**src/rtl/vum_pkg.sv**
```systemverilog
// ----------------------------------------------------------------------------
// vum_pkg : shared types and constants for the VU meter block
// Field widths, register codes, reset values and the memory word layouts.
// ----------------------------------------------------------------------------
package vum_pkg;

	localparam int LEVEL_W = 13;
	localparam int AGE_W   = 16;
	localparam int CHAN_W  = 3;
	localparam int VISIT_MAX = 8;

	localparam logic [LEVEL_W-1:0] FULL_SCALE = 13'd4096;
	localparam logic [AGE_W-1:0]   AGE_MAX    = 16'hFFFF;

	// register reset values
	localparam logic [LEVEL_W-1:0] DECAY_STEP_RST     = 13'd341;
	localparam logic [LEVEL_W-1:0] ZERO_FLOOR_RST     = 13'd41;
	localparam logic [AGE_W-1:0]   DECAY_INTERVAL_RST = 16'd100;
	localparam logic [AGE_W-1:0]   HOLD_TIME_RST      = 16'd2000;

	// register index codes (byte address = 4 * index)
	typedef enum logic [1:0] {
		REG_DECAY_STEP     = 2'd0,
		REG_ZERO_FLOOR     = 2'd1,
		REG_DECAY_INTERVAL = 2'd2,
		REG_HOLD_TIME      = 2'd3
	} reg_idx_t;

	// settings handed from the register file to the datapath
	typedef struct packed {
		logic [LEVEL_W-1:0] decay_step;
		logic [LEVEL_W-1:0] zero_floor;
		logic [AGE_W-1:0]   decay_interval;
		logic [AGE_W-1:0]   hold_time;
	} cfg_t;

	// level memory word
	typedef struct packed {
		logic [LEVEL_W-1:0] level;
		logic [AGE_W-1:0]   decay_age;
	} lvl_word_t;

	// peak memory word
	typedef struct packed {
		logic [LEVEL_W-1:0] peak;
		logic [AGE_W-1:0]   hold_age;
	} pk_word_t;

endpackage

```
**src/rtl/vum_ram.sv**
```systemverilog
// ----------------------------------------------------------------------------
// vum_ram : generic single-port-write, single-port-read RAM
// One write and one registered read per cycle; read data holds without re.
// ----------------------------------------------------------------------------
module vum_ram #(
	parameter int WIDTH = 29,
	parameter int DEPTH = 8
) (
	input  logic                                   clk,
	input  logic                                   we,
	input  logic [(DEPTH > 1 ? $clog2(DEPTH) : 1)-1:0] waddr,
	input  logic [WIDTH-1:0]                       wdata,
	input  logic                                   re,
	input  logic [(DEPTH > 1 ? $clog2(DEPTH) : 1)-1:0] raddr,
	output logic [WIDTH-1:0]                       rdata
);

	logic [WIDTH-1:0] mem [DEPTH];

	// write port
	always_ff @(posedge clk) begin
		if (we) begin
			mem[waddr] <= wdata;
		end
	end

	// registered read port
	always_ff @(posedge clk) begin
		if (re) begin
			rdata <= mem[raddr];
		end
	end

endmodule

```
**src/rtl/vum_regs.sv**
```systemverilog
// ----------------------------------------------------------------------------
// vum_regs : APB register file
// Holds decay step, zero floor, decay interval and hold time.
// ----------------------------------------------------------------------------
module vum_regs (
	input  logic               clk,
	input  logic               arst_n,
	input  logic               psel,
	input  logic               penable,
	input  logic               pwrite,
	input  logic [3:0]         paddr,
	input  logic [31:0]        pwdata,
	output logic [31:0]        prdata,
	output logic               pready,
	output vum_pkg::cfg_t      cfg
);

	vum_pkg::cfg_t      cfg_q;
	vum_pkg::reg_idx_t  idx;
	logic               wr_en;

	// word index; the low address bits select nothing
	assign idx    = vum_pkg::reg_idx_t'(paddr[3:2]);
	assign wr_en  = psel && penable && pwrite;
	assign pready = 1'b1;
	assign cfg    = cfg_q;

	// register writes
	always_ff @(posedge clk or negedge arst_n) begin
		if (!arst_n) begin
			cfg_q.decay_step     <= vum_pkg::DECAY_STEP_RST;
			cfg_q.zero_floor     <= vum_pkg::ZERO_FLOOR_RST;
			cfg_q.decay_interval <= vum_pkg::DECAY_INTERVAL_RST;
			cfg_q.hold_time      <= vum_pkg::HOLD_TIME_RST;
		end else if (wr_en) begin
			case (idx)
				vum_pkg::REG_DECAY_STEP:     cfg_q.decay_step     <= pwdata[12:0];
				vum_pkg::REG_ZERO_FLOOR:     cfg_q.zero_floor     <= pwdata[12:0];
				vum_pkg::REG_DECAY_INTERVAL: cfg_q.decay_interval <= pwdata[15:0];
				vum_pkg::REG_HOLD_TIME:      cfg_q.hold_time      <= pwdata[15:0];
				default: ;
			endcase
		end
	end

	// read mux
	always_comb begin
		case (idx)
			vum_pkg::REG_DECAY_STEP:     prdata = 32'(cfg_q.decay_step);
			vum_pkg::REG_ZERO_FLOOR:     prdata = 32'(cfg_q.zero_floor);
			vum_pkg::REG_DECAY_INTERVAL: prdata = 32'(cfg_q.decay_interval);
			vum_pkg::REG_HOLD_TIME:      prdata = 32'(cfg_q.hold_time);
			default:                     prdata = '0;
		endcase
	end

endmodule

```
**src/rtl/vu_meter_decay_peak_hold.sv**
```systemverilog
// ----------------------------------------------------------------------------
// vu_meter_decay_peak_hold : per-channel VU level decay with peak hold
// Level and peak state live in two small RAMs; a tick sweeps the channels.
// ----------------------------------------------------------------------------
//
// Channel  Handshake            Payload
// -------  -------------------  ---------------------------------------------
// in       in_valid / in_ready  kind, channel, new_level
// out      out_valid/out_ready  out_channel, out_level, out_peak,
//                               channel_changed, redraw, last
// cfg      APB psel/penable     paddr, pwdata, prdata (pready tied high)
//
// A level transaction writes the level RAM directly.
// A tick is accepted, then sweeps min(CHANNELS,8) channels, one channel per cycle
// through the read port of each RAM while out is not stalled; each read is
// registered in the RAM before the datapath updates it and writes it back.
// Out stalls hold the sweep; the input is accepted again once the last read
// has been written back, even while the final result waits in the output.
// Reset clears the entry valid bits, so all state reads as zero at once.
//
module vu_meter_decay_peak_hold #(
	parameter int CHANNELS = 8
) (
	input  logic        clk,
	input  logic        arst_n,
	// input channel
	input  logic        in_valid,
	output logic        in_ready,
	input  logic        kind,
	input  logic [2:0]  channel,
	input  logic [12:0] new_level,
	// output channel
	output logic        out_valid,
	input  logic        out_ready,
	output logic [2:0]  out_channel,
	output logic [12:0] out_level,
	output logic [12:0] out_peak,
	output logic        channel_changed,
	output logic        redraw,
	output logic        last,
	// configuration
	input  logic        psel,
	input  logic        penable,
	input  logic        pwrite,
	input  logic [3:0]  paddr,
	input  logic [31:0] pwdata,
	output logic [31:0] prdata,
	output logic        pready
);

	localparam int AW    = (CHANNELS > 1) ? $clog2(CHANNELS) : 1;
	localparam int VISIT = (CHANNELS < vum_pkg::VISIT_MAX) ? CHANNELS : vum_pkg::VISIT_MAX;
	localparam int IW    = (VISIT > 1) ? $clog2(VISIT) : 1;
	localparam int LW    = vum_pkg::LEVEL_W;
	localparam int GW    = vum_pkg::AGE_W;

	vum_pkg::cfg_t      cfg;
	vum_pkg::lvl_word_t lvl_rd, lvl_wr, lvl_rmw;
	vum_pkg::pk_word_t  pk_rd, pk_rmw;

	// control
	logic                busy_q;
	logic [IW:0]         rd_cnt_q;
	logic                s1_valid_q;
	logic [IW-1:0]       s1_idx_q;
	logic                s1_va_q, s1_vb_q;
	logic                any_q;
	logic [CHANNELS-1:0] va_q, vb_q;
	logic                out_valid_q;

	logic          in_acc, lvl_we, tick_start;
	logic          adv, issue, s1_last;
	logic [AW-1:0] rd_addr, wb_addr, lvl_addr, ld_addr;
	logic          chan_ok;
	logic [LW-1:0] ld_level;

	// read-modify-write datapath
	logic [LW-1:0] lvl0, pk0, lvl_dec, lvl_sub, lvl2, pk2, pk3;
	logic [GW-1:0] dage0, hage0, dage1, hage1, dage2, hage2;
	logic          decay, drop, raise, changed;

	vum_regs u_regs (
		.clk     (clk),
		.arst_n  (arst_n),
		.psel    (psel),
		.penable (penable),
		.pwrite  (pwrite),
		.paddr   (paddr),
		.pwdata  (pwdata),
		.prdata  (prdata),
		.pready  (pready),
		.cfg     (cfg)
	);

	// input side
	assign in_ready   = !busy_q;
	assign in_acc     = in_valid && in_ready;
	assign chan_ok    = {4'b0, channel} < 7'(CHANNELS);
	assign lvl_we     = in_acc && kind && chan_ok;
	assign tick_start = in_acc && !kind;
	assign ld_addr    = AW'(channel);
	assign ld_level   = (new_level > vum_pkg::FULL_SCALE) ? vum_pkg::FULL_SCALE : new_level;

	// sweep control: advance when the output register can take a result
	assign adv     = s1_valid_q && (!out_valid_q || out_ready);
	assign issue   = busy_q && (rd_cnt_q < (IW+1)'(VISIT)) && (!s1_valid_q || adv);
	assign rd_addr = AW'(rd_cnt_q[IW-1:0]);
	assign wb_addr = AW'(s1_idx_q);
	assign s1_last = (s1_idx_q == IW'(VISIT - 1));

	// level RAM write port is shared by level loads and tick write-back
	assign lvl_addr = adv ? wb_addr : ld_addr;
	always_comb begin
		if (adv) begin
			lvl_wr = lvl_rmw;
		end else begin
			lvl_wr.level     = ld_level;
			lvl_wr.decay_age = '0;
		end
	end

	vum_ram #(
		.WIDTH ($bits(vum_pkg::lvl_word_t)),
		.DEPTH (CHANNELS)
	) u_lvl_ram (
		.clk   (clk),
		.we    (lvl_we || adv),
		.waddr (lvl_addr),
		.wdata (lvl_wr),
		.re    (issue),
		.raddr (rd_addr),
		.rdata (lvl_rd)
	);

	vum_ram #(
		.WIDTH ($bits(vum_pkg::pk_word_t)),
		.DEPTH (CHANNELS)
	) u_pk_ram (
		.clk   (clk),
		.we    (adv),
		.waddr (wb_addr),
		.wdata (pk_rmw),
		.re    (issue),
		.raddr (rd_addr),
		.rdata (pk_rd)
	);

	// per-channel tick update
	always_comb begin
		lvl0  = s1_va_q ? lvl_rd.level     : '0;
		dage0 = s1_va_q ? lvl_rd.decay_age : '0;
		pk0   = s1_vb_q ? pk_rd.peak       : '0;
		hage0 = s1_vb_q ? pk_rd.hold_age   : '0;

		// saturating ages
		dage1 = (dage0 == vum_pkg::AGE_MAX) ? dage0 : dage0 + 1'b1;
		hage1 = (hage0 == vum_pkg::AGE_MAX) ? hage0 : hage0 + 1'b1;

		// level decay with snap to zero under the floor
		decay   = (lvl0 != '0) && (dage1 > cfg.decay_interval);
		lvl_sub = (cfg.decay_step > lvl0) ? '0 : lvl0 - cfg.decay_step;
		lvl_dec = (lvl_sub < cfg.zero_floor) ? '0 : lvl_sub;
		lvl2    = decay ? lvl_dec : lvl0;
		dage2   = decay ? '0 : dage1;

		// peak drop after hold, then peak raise
		drop  = (pk0 != '0) && (hage1 > cfg.hold_time) && (pk0 > lvl2);
		pk2   = drop ? lvl2 : pk0;
		raise = pk2 < lvl2;
		pk3   = raise ? lvl2 : pk2;
		hage2 = raise ? '0 : hage1;

		changed = decay || drop || raise;

		lvl_rmw.level     = lvl2;
		lvl_rmw.decay_age = dage2;
		pk_rmw.peak       = pk3;
		pk_rmw.hold_age   = hage2;
	end

	// sweep state
	always_ff @(posedge clk or negedge arst_n) begin
		if (!arst_n) begin
			busy_q     <= 1'b0;
			rd_cnt_q   <= '0;
			s1_valid_q <= 1'b0;
			s1_idx_q   <= '0;
			s1_va_q    <= 1'b0;
			s1_vb_q    <= 1'b0;
			any_q      <= 1'b0;
		end else begin
			if (tick_start) begin
				busy_q   <= 1'b1;
				rd_cnt_q <= '0;
				any_q    <= 1'b0;
			end
			if (issue) begin
				rd_cnt_q   <= rd_cnt_q + 1'b1;
				s1_valid_q <= 1'b1;
				s1_idx_q   <= rd_cnt_q[IW-1:0];
				s1_va_q    <= va_q[rd_addr];
				s1_vb_q    <= vb_q[rd_addr];
			end else if (adv) begin
				s1_valid_q <= 1'b0;
			end
			if (adv) begin
				any_q <= any_q || changed;
				if (s1_last) begin
					busy_q <= 1'b0;
				end
			end
		end
	end

	// entry valid bits: an entry not yet written reads as zero
	always_ff @(posedge clk or negedge arst_n) begin
		if (!arst_n) begin
			va_q <= '0;
			vb_q <= '0;
		end else begin
			if (lvl_we || adv) begin
				va_q[lvl_addr] <= 1'b1;
			end
			if (adv) begin
				vb_q[wb_addr] <= 1'b1;
			end
		end
	end

	// output register
	always_ff @(posedge clk or negedge arst_n) begin
		if (!arst_n) begin
			out_valid_q <= 1'b0;
		end else if (adv) begin
			out_valid_q <= 1'b1;
		end else if (out_ready) begin
			out_valid_q <= 1'b0;
		end
	end

	always_ff @(posedge clk) begin
		if (adv) begin
			out_channel     <= 3'(s1_idx_q);
			out_level       <= lvl2;
			out_peak        <= pk3;
			channel_changed <= changed;
			redraw          <= s1_last && (any_q || changed);
			last            <= s1_last;
		end
	end

	assign out_valid = out_valid_q;

	// checks
	a_s1_in_sweep : assert property (@(posedge clk) disable iff (!arst_n)
		s1_valid_q |-> busy_q)
		else $error("stage 1 holds a channel outside a tick sweep");

	a_rd_cnt_range : assert property (@(posedge clk) disable iff (!arst_n)
		rd_cnt_q <= (IW+1)'(VISIT))
		else $error("read counter ran past the channel count");

	a_last_chan : assert property (@(posedge clk) disable iff (!arst_n)
		out_valid_q && last |-> out_channel == 3'(VISIT - 1))
		else $error("last flag on a channel other than the final one");

	a_redraw_last : assert property (@(posedge clk) disable iff (!arst_n)
		out_valid_q && redraw |-> last)
		else $error("redraw flagged on a result that is not the last");

	a_sweep_done : assert property (@(posedge clk) disable iff (!arst_n)
		adv && s1_last |=> !busy_q && !s1_valid_q)
		else $error("sweep still active after the last channel");

endmodule

```
**config.mk**
```make
export PLATFORM = sky130hd
export DESIGN_NAME = vu_meter_decay_peak_hold
export DESIGN_NICKNAME = d
export VERILOG_FILES = /design/src/rtl/vum_pkg.sv /design/src/rtl/vum_ram.sv /design/src/rtl/vum_regs.sv /design/src/rtl/vu_meter_decay_peak_hold.sv
export SDC_FILE = /design/constraint.sdc
export NUM_CORES = 1
export LEC_CHECK = 0
export ABC_CLOCK_PERIOD_IN_PS = 9600
export BUFFER_PORTS_ARGS = -buffer_cell sky130_fd_sc_hd__buf_4
export CORE_AREA = 4 4 291 293
export DETAILED_ROUTE_END_ITERATION = 12
export DIE_AREA = 0 0 295 297
export PLACE_DENSITY_LB_ADDON = 0.3
export REMOVE_ABC_BUFFERS = 1
export SETUP_SLACK_MARGIN = 0.02
export SYNTH_ARGS = -nofsm -noshare
export SYNTH_HDL_FRONTEND = slang
export SYNTH_SLANG_ARGS = --single-unit
```
**constraint.sdc**
```tcl
create_clock -name clk -period 9.6 [get_ports clk]
set_clock_uncertainty 0.15 [all_clocks]
set_input_delay 0.48 -clock clk [delete_from_list [all_inputs] [get_ports clk]]
set_output_delay 0.48 -clock clk [all_outputs]
set_load 0.02 [all_outputs]
```
==> results.md, run 1 <==
- Residual DRC: 0
- Fillers: 7,410
- Ys flop type: edfxtp_1
- Crit path kind: reg -> reg
- Fin crit share: 0.941
- CP required: ~10000 ps
- Crit-path most repeated cell: buf_4
- Pint: approximately 0.0078 W
- Maximum vdd drop: 0.000242 V
- Cells after Synth: 1,793
- Die X: a little under 300 um
- Worst EP arrival: a little over 9000 ps
- Worst-Margin Slew: 1140 ps
- Cts bufs inserted: 66
- Die height: 297 um
- Synth warn: 0
- Largest net degree at the start of global routing: slightly above 70
- Max cap viols: 0
- Hold violation count in the final report: 0
- Clock root buffer: clkbuf_16
- Sequential share of power: 0.398
- Grt total ovfl: 0
- Syn_area_per_cell: 16.0 sq um
- Core Area: about 82,000 sq um
- NetSw: around 0.0045 W
- Area grow syn2layout: 15.8%
- Initial DRC Count: 1,258
- Tot GR Track Use: 0.160
- Antenna Nets Post-Route: 0
- Commonest cells after routing, fill and taps aside: edfxtp_1 (554), buf_4 (157), mux4_2 (133)
- CTS tree: done
- Routed length per instance: around 23 um
- Final setup TNS: 0 ps
- # port buffers: 91
- HPWL Detailed: 45,000 um
- CP peak stage delay: approximately 510 ps
- First-pass GRT wire length: 106,000 um
- Worst Path Max Fanout: 24
- Initial antenna violation count: 3
- Crit end category: flop
- RSZ-0062 raised after global routing: false
- Yosys cell types: 81
- Final setup fails: 0
- Worst min-delay path category: in -> async
- CTS Buffer Depth: 3
- Vias in the first global route: around 17,000
- Gpl congestion: 0.865
- Row cnt: between 100 and 150
- Final #Nets: between 2,000 and 2,500
- Post-synthesis sequential area ratio: 0.658
- Share of layout cells above drive strength 1: 0.283
- Number of flops mapped to enable cells by yosys: between 500 and 600
- Commonest non-fill, non-tap cell in the layout: edfxtp_1
- Leakage: 11.9 nW
- Final Slew Violations: 0
- Reg2Reg Depth: 39
- 1st-pass router iterations: 5
- Worst R2R Setup Slack: 570 ps
- H-tree level count: 3
- Final Routed Wirelength: slightly above 70,000 um
- Crit path max-delay cell type: dfrtp_1
- Clock latency on the worst-skew pair: approximately 600 ps
- Share of flip-flops with an asynchronous set or reset: 0.136
- Drt via density: 5.26
- Switching Fraction: 0.363
- Outcome: finished, final reports clean
- Reg2reg end: u_pk_ram.mem[6][21]$_DFFE_PP_
- Critical path launch point type: flop
- Clock share of power: 0.196
- Combinational share of power: 0.405
- Rel. slew slack: 0.242
- P per Cell Area: 370 nW/um^2
- Worst-path clk slew: approximately 60 ps
- Fin crit period: ~9000 ps
- Initial Utilization: 0.350
- #FFs+latches synth: 641
- Total number of vias: 16,196
- R2R Path Start: s1_va_q$_DFFE_PN0P_
- Post-Syn Area: 28,600 sq um
- Clock sinks: 641
- Die footprint: a little under 90,000 sq um
- Fmax achieved: 111 MHz
- Power Total: between 0.01 and 0.015 W
- Num ports: 127
## critical path, delay by kind of cell (launching register included)
family	cells	cell delay [ps]
AO/OA/AOI/OAI	14	2980
XOR/XNOR	1	190
adder cells (fa/ha/maj)	4	940
buffers and inverters	9	1880
flip-flops	1	510
multiplexers	1	310
AND/OR/NAND/NOR	10	1920
## sequential cells by signal, indices dropped and copies added (netlist names), 4 cells and up
signal	count
u_lvl_ram.mem	232
u_pk_ram.mem	232
u_pk_ram.rdata	29
u_regs.cfg	58
vb_q	8
out_level	13
u_lvl_ram.rdata	29
out_peak	13
va_q	8
rd_cnt_q	4
## cells by family after synthesis
kind of cell             count (synthesis)  synth area share
other                                    2          0.000262
AO/OA/AOI/OAI                          191            0.0454
AND/OR/NAND/NOR                        395            0.0701
XOR/XNOR                                31           0.00949
buffers and inverters                  196            0.0288
adder cells (fa/ha/maj)                 86            0.0379
flip-flops                             641             0.658
multiplexers                           251             0.150
## cell usage after synthesis (3+ instances only)
master	number	area, sq um
a21o_1	18	135
o21ai_1	6	30.0
inv_1	104	390
and2_1	22	138
a22oi_1	9	67.6
clkbuf_1	53	199
buf_4	19	143
edfxtp_1	554	16600
nor3_1	42	210
nand3b_1	8	60.1
o21ai_0	62	310
mux2i_1	25	250
nand2_1	132	495
buf_2	8	40.0
dfstp_2	17	447
nor3b_1	5	37.5
mux4_2	133	3000
nor2_1	53	199
a31oi_1	3	18.8
or2_2	20	125
xnor2_1	17	149
xor2_1	14	123
mux2_2	93	1050
and4_1	6	52.6
buf_1	10	37.5
and3_1	12	75.1
nand2b_1	6	37.5
nor4_1	17	106
dfrtp_1	70	1750
a211oi_1	7	52.6
ha_1	85	1060
a21oi_1	39	195
nand4_1	28	175
nor2b_1	6	37.5
o21a_1	5	37.5
a211o_1	3	26.3
nand3_1	25	125
## area by class of cell
| type | instances | area (sq um) | area share |
|---|---|---|---|
| antenna | 2 | 5.00 | 0.000151 |
| timing repair buffer | 175 | 1360 | 0.0410 |
| tap | 1070 | 1340 | 0.0404 |
| multi-input combinational | 971 | 9210 | 0.278 |
| sequential | 641 | 18800 | 0.568 |
| inverter | 105 | 394 | 0.0119 |
| clock inverter | 34 | 254 | 0.00766 |
| clock buffer | 84 | 1750 | 0.0528 |
## worst max path at each step
| stage | startpoint | slack (ps) | cells past startpoint | endpoint |
|---|---|---|---|---|
| floorplan | s1_va_q$_DFFE_PN0P_ | 70 | 32 | out_peak[0]$_DFFE_PP_ |
| global placement | s1_va_q$_DFFE_PN0P_ | 270 | 36 | u_pk_ram.mem[2][6]$_DFFE_PP_ |
| detailed placement | s1_va_q$_DFFE_PN0P_ | 270 | 36 | u_pk_ram.mem[3][6]$_DFFE_PP_ |
| CTS | s1_va_q$_DFFE_PN0P_ | 160 | 36 | u_pk_ram.mem[3][17]$_DFFE_PP_ |
| global route | s1_va_q$_DFFE_PN0P_ | 30 | 35 | u_pk_ram.mem[7][9]$_DFFE_PP_ |
| finish | s1_va_q$_DFFE_PN0P_ | 570 | 39 | u_pk_ram.mem[6][21]$_DFFE_PP_ |
## repair_timing
action,in CTS,in global routing
resized for setup,0,18
hold buffers,18,0
setup endpoints to repair,0,245
endpoints found under the hold margin,77,0
setup buffers,0,5
## layer usage
| layer | up-vias | track usage | part of all wire |
|---|---|---|---|
| li1 | 7261 | - | - |
| met1 | 8361 | 0.232 | 0.46 |
| met2 | 471 | 0.247 | 0.46 |
| met3 | 103 | 0.0305 | 0.059 |
| met4 | 0 | 0.0482 | 0.024 |
| met5 | - | 0 | 0 |
## stage by stage
| stage | utilization | setup slack [ps] | instance area [sq um] | std cells | hold WS [ps] |
|---|---|---|---|---|---|
| global route | 0.405 | 32.3 | 33100 | 3080 | 156 |
| CTS | 0.404 | 157 | 33000 | 3075 | 122 |
| global placement | 0.377 | 270 | 30800 | 2939 | 228 |
| detailed placement | 0.377 | 272 | 30800 | 2939 | 228 |
| finish | 0.405 | 565 | 33100 | 3082 | 154 |
| floorplan | - | 65.0 | 28200 | 1717 | 34.4 |
## power by group through the flow
stage	Combinational (W)	Clock (W)	Sequential, W
after floorplan	0.00313	0	0.00497
after global placement	0.00476	0	0.00491
after detailed placement	0.00490	0	0.00494
after CTS	0.00493	0.00248	0.00490
after global routing	0.00545	0.00259	0.00497
final	0.00497	0.00241	0.00488
Note: power is estimated with default switching activity, not from simulation.
==> run 2, diff against run 1 <==
--- a/config.mk
+++ b/config.mk
@@ -5,11 +5,12 @@
 export SDC_FILE = /design/constraint.sdc
 export NUM_CORES = 1
 export LEC_CHECK = 0
-export ABC_CLOCK_PERIOD_IN_PS = 9600
+export ABC_AREA = 1
+export ABC_CLOCK_PERIOD_IN_PS = 10300
 export BUFFER_PORTS_ARGS = -buffer_cell sky130_fd_sc_hd__buf_4
-export CORE_AREA = 4 4 291 293
+export CORE_AREA = 4 4 293 295
 export DETAILED_ROUTE_END_ITERATION = 12
-export DIE_AREA = 0 0 295 297
+export DIE_AREA = 0 0 297 299
 export PLACE_DENSITY_LB_ADDON = 0.3
 export REMOVE_ABC_BUFFERS = 1
 export SETUP_SLACK_MARGIN = 0.02
==> constraint.sdc (replaced) <==
create_clock -name clk -period 10.3 [get_ports clk]
set_clock_uncertainty 0.15 [all_clocks]
set_input_delay 0.515 -clock clk [delete_from_list [all_inputs] [get_ports clk]]
set_output_delay 0.515 -clock clk [all_outputs]
set_load 0.02 [all_outputs]
==> run 2 against run 1 <==
Power grew 2.3%. Highest routed layer unchanged. Synthesized cell count grew 50%. Critical path depth grew 3. Critical endpoint is now u_pk_ram.mem[4][3]$_DFFE_PP_. Critical path type unchanged. Non-clock buffer count shrank 51. Fmax shrank 1.8%.
==> results.md, run 2 <==
- NetSw: 0.00529 W (+19%)
- Pint: 0.00725 W (-7.1%)
- Die footprint: 88,800 sq um (+1.4%)
- Cells after Synth: 2,686 (+50%)
- Final Routed Wirelength: 74,100 um (+5.2%)
- Reg2Reg Depth: 42 (+7.7%)
- Die X: 297 um (+0.68%)
- Crit path kind: reg -> reg
- RSZ-0062 raised after global routing: false
- HPWL Detailed: 45,800 um (+1.7%)
- Post-Synth Simple-Gate Area: 0.137 (+0.0673)
- Area grow syn2layout: 13.6%
- Post-synth top area share: 0.576 (-0.00521)
- Cts bufs inserted: 61 (-7.6%)
- Reg2reg end: u_pk_ram.mem[4][3]$_DFFE_PP_
- Multi-input gate area: 8730 sq um (-5.1%)
- Drt via density: 5.01 (-4.7%)
- Total number of vias: 19,430 (+20%)
- Clock root buffer: clkbuf_16
- Post-synthesis sequential area ratio: 0.652 (-0.00590)
- Crit-path most repeated cell: inv_1
- Fillers: 7,937 (+7.1%)
- Largest family of logic cells by synthesized area: simple AND/OR/NAND/NOR gates
- CP peak stage delay: 770 ps (+260 ps)
- Residual DRC: 0 (unchanged)
- #FFs+latches synth: 641 (unchanged)
- First-pass GRT wire length: 113,000 um (+6.2%)
- Adder-cell share of the synthesized area: 0.0375 (-0.000340)
- Grt total ovfl: 0 (unchanged)
- Rel. slew slack: 0.226 (-0.0166)
- Largest net degree at the start of global routing: 90 (+25%)
- Worst slack, placed: 868 ps (+596 ps)
- Leakage: 12.4 nW (+4.0%)
- Min-Delay Startpoint: pwdata[14]
- Worst hold endpoint: u_regs.cfg[14]$_DFFE_PN0P_
- Worst Path Max Fanout: 26 (+8.3%)
- Crit end category: flop
- Worst-path clk slew: 70 ps (about the same)
- P per Cell Area: 382 nW/um^2 (+3.3%)
- Worst min-delay path category: in -> reg
- Ys flop type: edfxtp_1
- Final #Nets: 2,891 (+37%)
- Clock share of power: 0.186 (-0.010)
- Die height: 299 um (+0.67%)
- Share of flip-flops with an asynchronous set or reset: 0.136 (unchanged)
- XOR/XNOR Fraction of Synth Area: 0.00667 (-0.00281)
- Syn_area_per_cell: 10.8 sq um (-33%)
- Worst R2R Setup Slack: 1100 ps (+540 ps)
- Post-CTS setup buffer count: 0 (unchanged)
- Clock sinks: 641 (unchanged)
- Maximum vdd drop: 0.000295 V (+22%)
- Final setup TNS: 0 ps (unchanged)
- CTS tree: done
- Hold violation count in the final report: 0 (unchanged)
- Outcome: finished, final reports clean
- Final Slew Violations: 0 (unchanged)
- R2R Path Start: s1_va_q$_DFFE_PN0P_
- Crit path max-delay cell type: dfrtp_1
- Tot GR Track Use: 0.163 (+0.00304)
- Register area: 18,800 sq um (about the same)
- Number of flops mapped to enable cells by yosys: 554 (unchanged)
- Top cells by instance count after synthesis: edfxtp_1 (554), nor2_1 (517), o21ai_0 (355), nand2_1 (328), inv_1 (217)
- Sequential share of power: 0.381 (-0.017)
- Combinational share of power: 0.433 (+0.028)
- H-tree level count: 2 (-1)
- Synth warn: 0 (unchanged)
- Initial antenna violation count: 1 (-2)
- Num ports: 127 (unchanged)
- Row cnt: 106 (+0.95%)
- Commonest cells after routing, fill and taps aside: edfxtp_1 (554), nor2_1 (501), o21ai_0 (355)
- Fin crit period: 9200 ps (+162 ps)
- Routed length per instance: 19.1 um (-16%)
- Area contributors post-synth: edfxtp_1 (58%), nor2_1 (6.7%), o21ai_0 (6.2%)
- Vias in the first global route: 18,886 (+12%)
- Antenna Nets Post-Route: 0 (unchanged)
- 1st-pass router iterations: 5 (unchanged)
- Fin crit share: 0.893 (-0.0482)
- Commonest non-fill, non-tap cell in the layout: edfxtp_1
- CP startpoint: s1_va_q$_DFFE_PN0P_
- Critical path launch point type: flop
- Share of layout cells above drive strength 1: 0.118 (-0.165)
- Most numerous cell in the Yosys netlist: edfxtp_1
- Compound-gate portion of the synthesized area: 0.113 (+0.0680)
- Min Hold Slack: 71.5 ps (-82.2 ps)
- Final setup margin: 1100 ps (+538 ps)
- CTS Buffer Depth: 3 (unchanged)
- Yosys cell types: 58 (-28%)
- Switching Fraction: 0.422 (+0.0585)
- Initial Utilization: 0.347 (-0.00239)
- Fmax achieved: 109 MHz (-1.8%)
- Post-Syn Area: 28,900 sq um (+0.90%)
- CP required: 10,450 ps (+540 ps)
- Core Area: 83,200 sq um (+1.6%)
- Worst EP arrival: 9350 ps (about the same)
- Largest area contributor in the netlist: edfxtp_1
- Multiplexer share of the synthesized area: 0 (-0.150)
- Max cap viols: 0 (unchanged)
- Initial DRC Count: 1,612 (+28%)
- Final setup fails: 0 (unchanged)
- Gpl congestion: 0.909 (+5.0%)
- Worst-Margin Slew: 1160 ps (+22.1 ps)
- # port buffers: 91 (unchanged)
- Clock latency on the worst-skew pair: 620 ps (about the same)
- Number of cells on the worst hold path: 3
run 2: changes by cell type in the layout (fill, tap and decap cells not counted), sizes merged, moves of 65 or more:
cell / change
nand2: +217
o22ai: +65
o21ai: +302
nor2: +468
mux2: -93
mux4: -133
inv: +111
run 2: timing repair:
item,in CTS,in global routing
endpoints found under the hold margin,28,0
setup endpoints to repair,0,237
gates resized for setup,0,7
hold buffers,2,0
run 2: logic make-up after synthesis:
group                      after synthesis
and+or+nand+nor                        976
adders and majority gates               86
other                                    2
AOI/OAI and AO/OA                      591
xor gates and xnor gates                22
DFF                                    641
buffers and inverters                  368
run 2: area by class of cell:
class / count / area share
sequential: 641 / 0.574
multi-input combinational: 1693 / 0.266
clock buffer: 74 / 0.0499
tap: 1080 / 0.0412
timing repair buffer: 124 / 0.0285
inverter: 224 / 0.0262
clock inverter: 42 / 0.0138
antenna: 1 / 0.0000763
run 2: worst max-delay path: cells and delay by family, from the launching register on:
family	cells	cell delay, ps
and+or+nand+nor	20	3470
adders and majority gates	4	1220
DFF	1	770
buffers and inverters	10	1800
AOI/OAI and AO/OA	8	1420
run 2: stage by stage:
stage / util / power (W) / instances / cell area (sq um)
4_1_cts: 0.394 / 0.0125 / 3877 / 32800
6_report: 0.395 / 0.0125 / 3879 / 32800
3_5_place_dp: 0.369 / 0.0102 / 3759 / 30700
2_1_floorplan: - / 0.00828 / 2557 / 28300
3_3_place_gp: 0.369 / 0.0101 / 3759 / 30700
5_1_grt: 0.395 / 0.0134 / 3878 / 32800
run 2: how the worst max path moves through the flow:
stage / to / slack (ps) / depth (start not counted)
floorplan: u_lvl_ram.rdata[0]$_DFFE_PP_ / 910 / 5
global placement: out_peak[4]$_DFFE_PP_ / 1010 / 46
detailed placement: out_peak[4]$_DFFE_PP_ / 870 / 46
CTS: u_pk_ram.mem[5][20]$_DFFE_PP_ / 720 / 42
global route: u_pk_ram.mem[5][7]$_DFFE_PP_ / 140 / 42
finish: u_pk_ram.mem[4][3]$_DFFE_PP_ / 1100 / 42
run 2: power by group through the flow:
stage          Combinational, W  Sequential (W)  Clock [W]
2_1_floorplan           0.00341         0.00487          0
3_3_place_gp            0.00528         0.00481          0
3_5_place_dp            0.00534         0.00482          0
4_1_cts                 0.00537         0.00477    0.00238
5_1_grt                 0.00611         0.00484    0.00248
6_report                0.00543         0.00477    0.00233
run 2: layer usage:
layer | part of all wire | global-route usage | vias to the layer above
li1 | - | - | 9414
met1 | 0.47 | 0.232 | 9421
met2 | 0.45 | 0.262 | 493
met3 | 0.058 | 0.0290 | 102
met4 | 0.022 | 0.0388 | 0
met5 | 0 | 0 | -
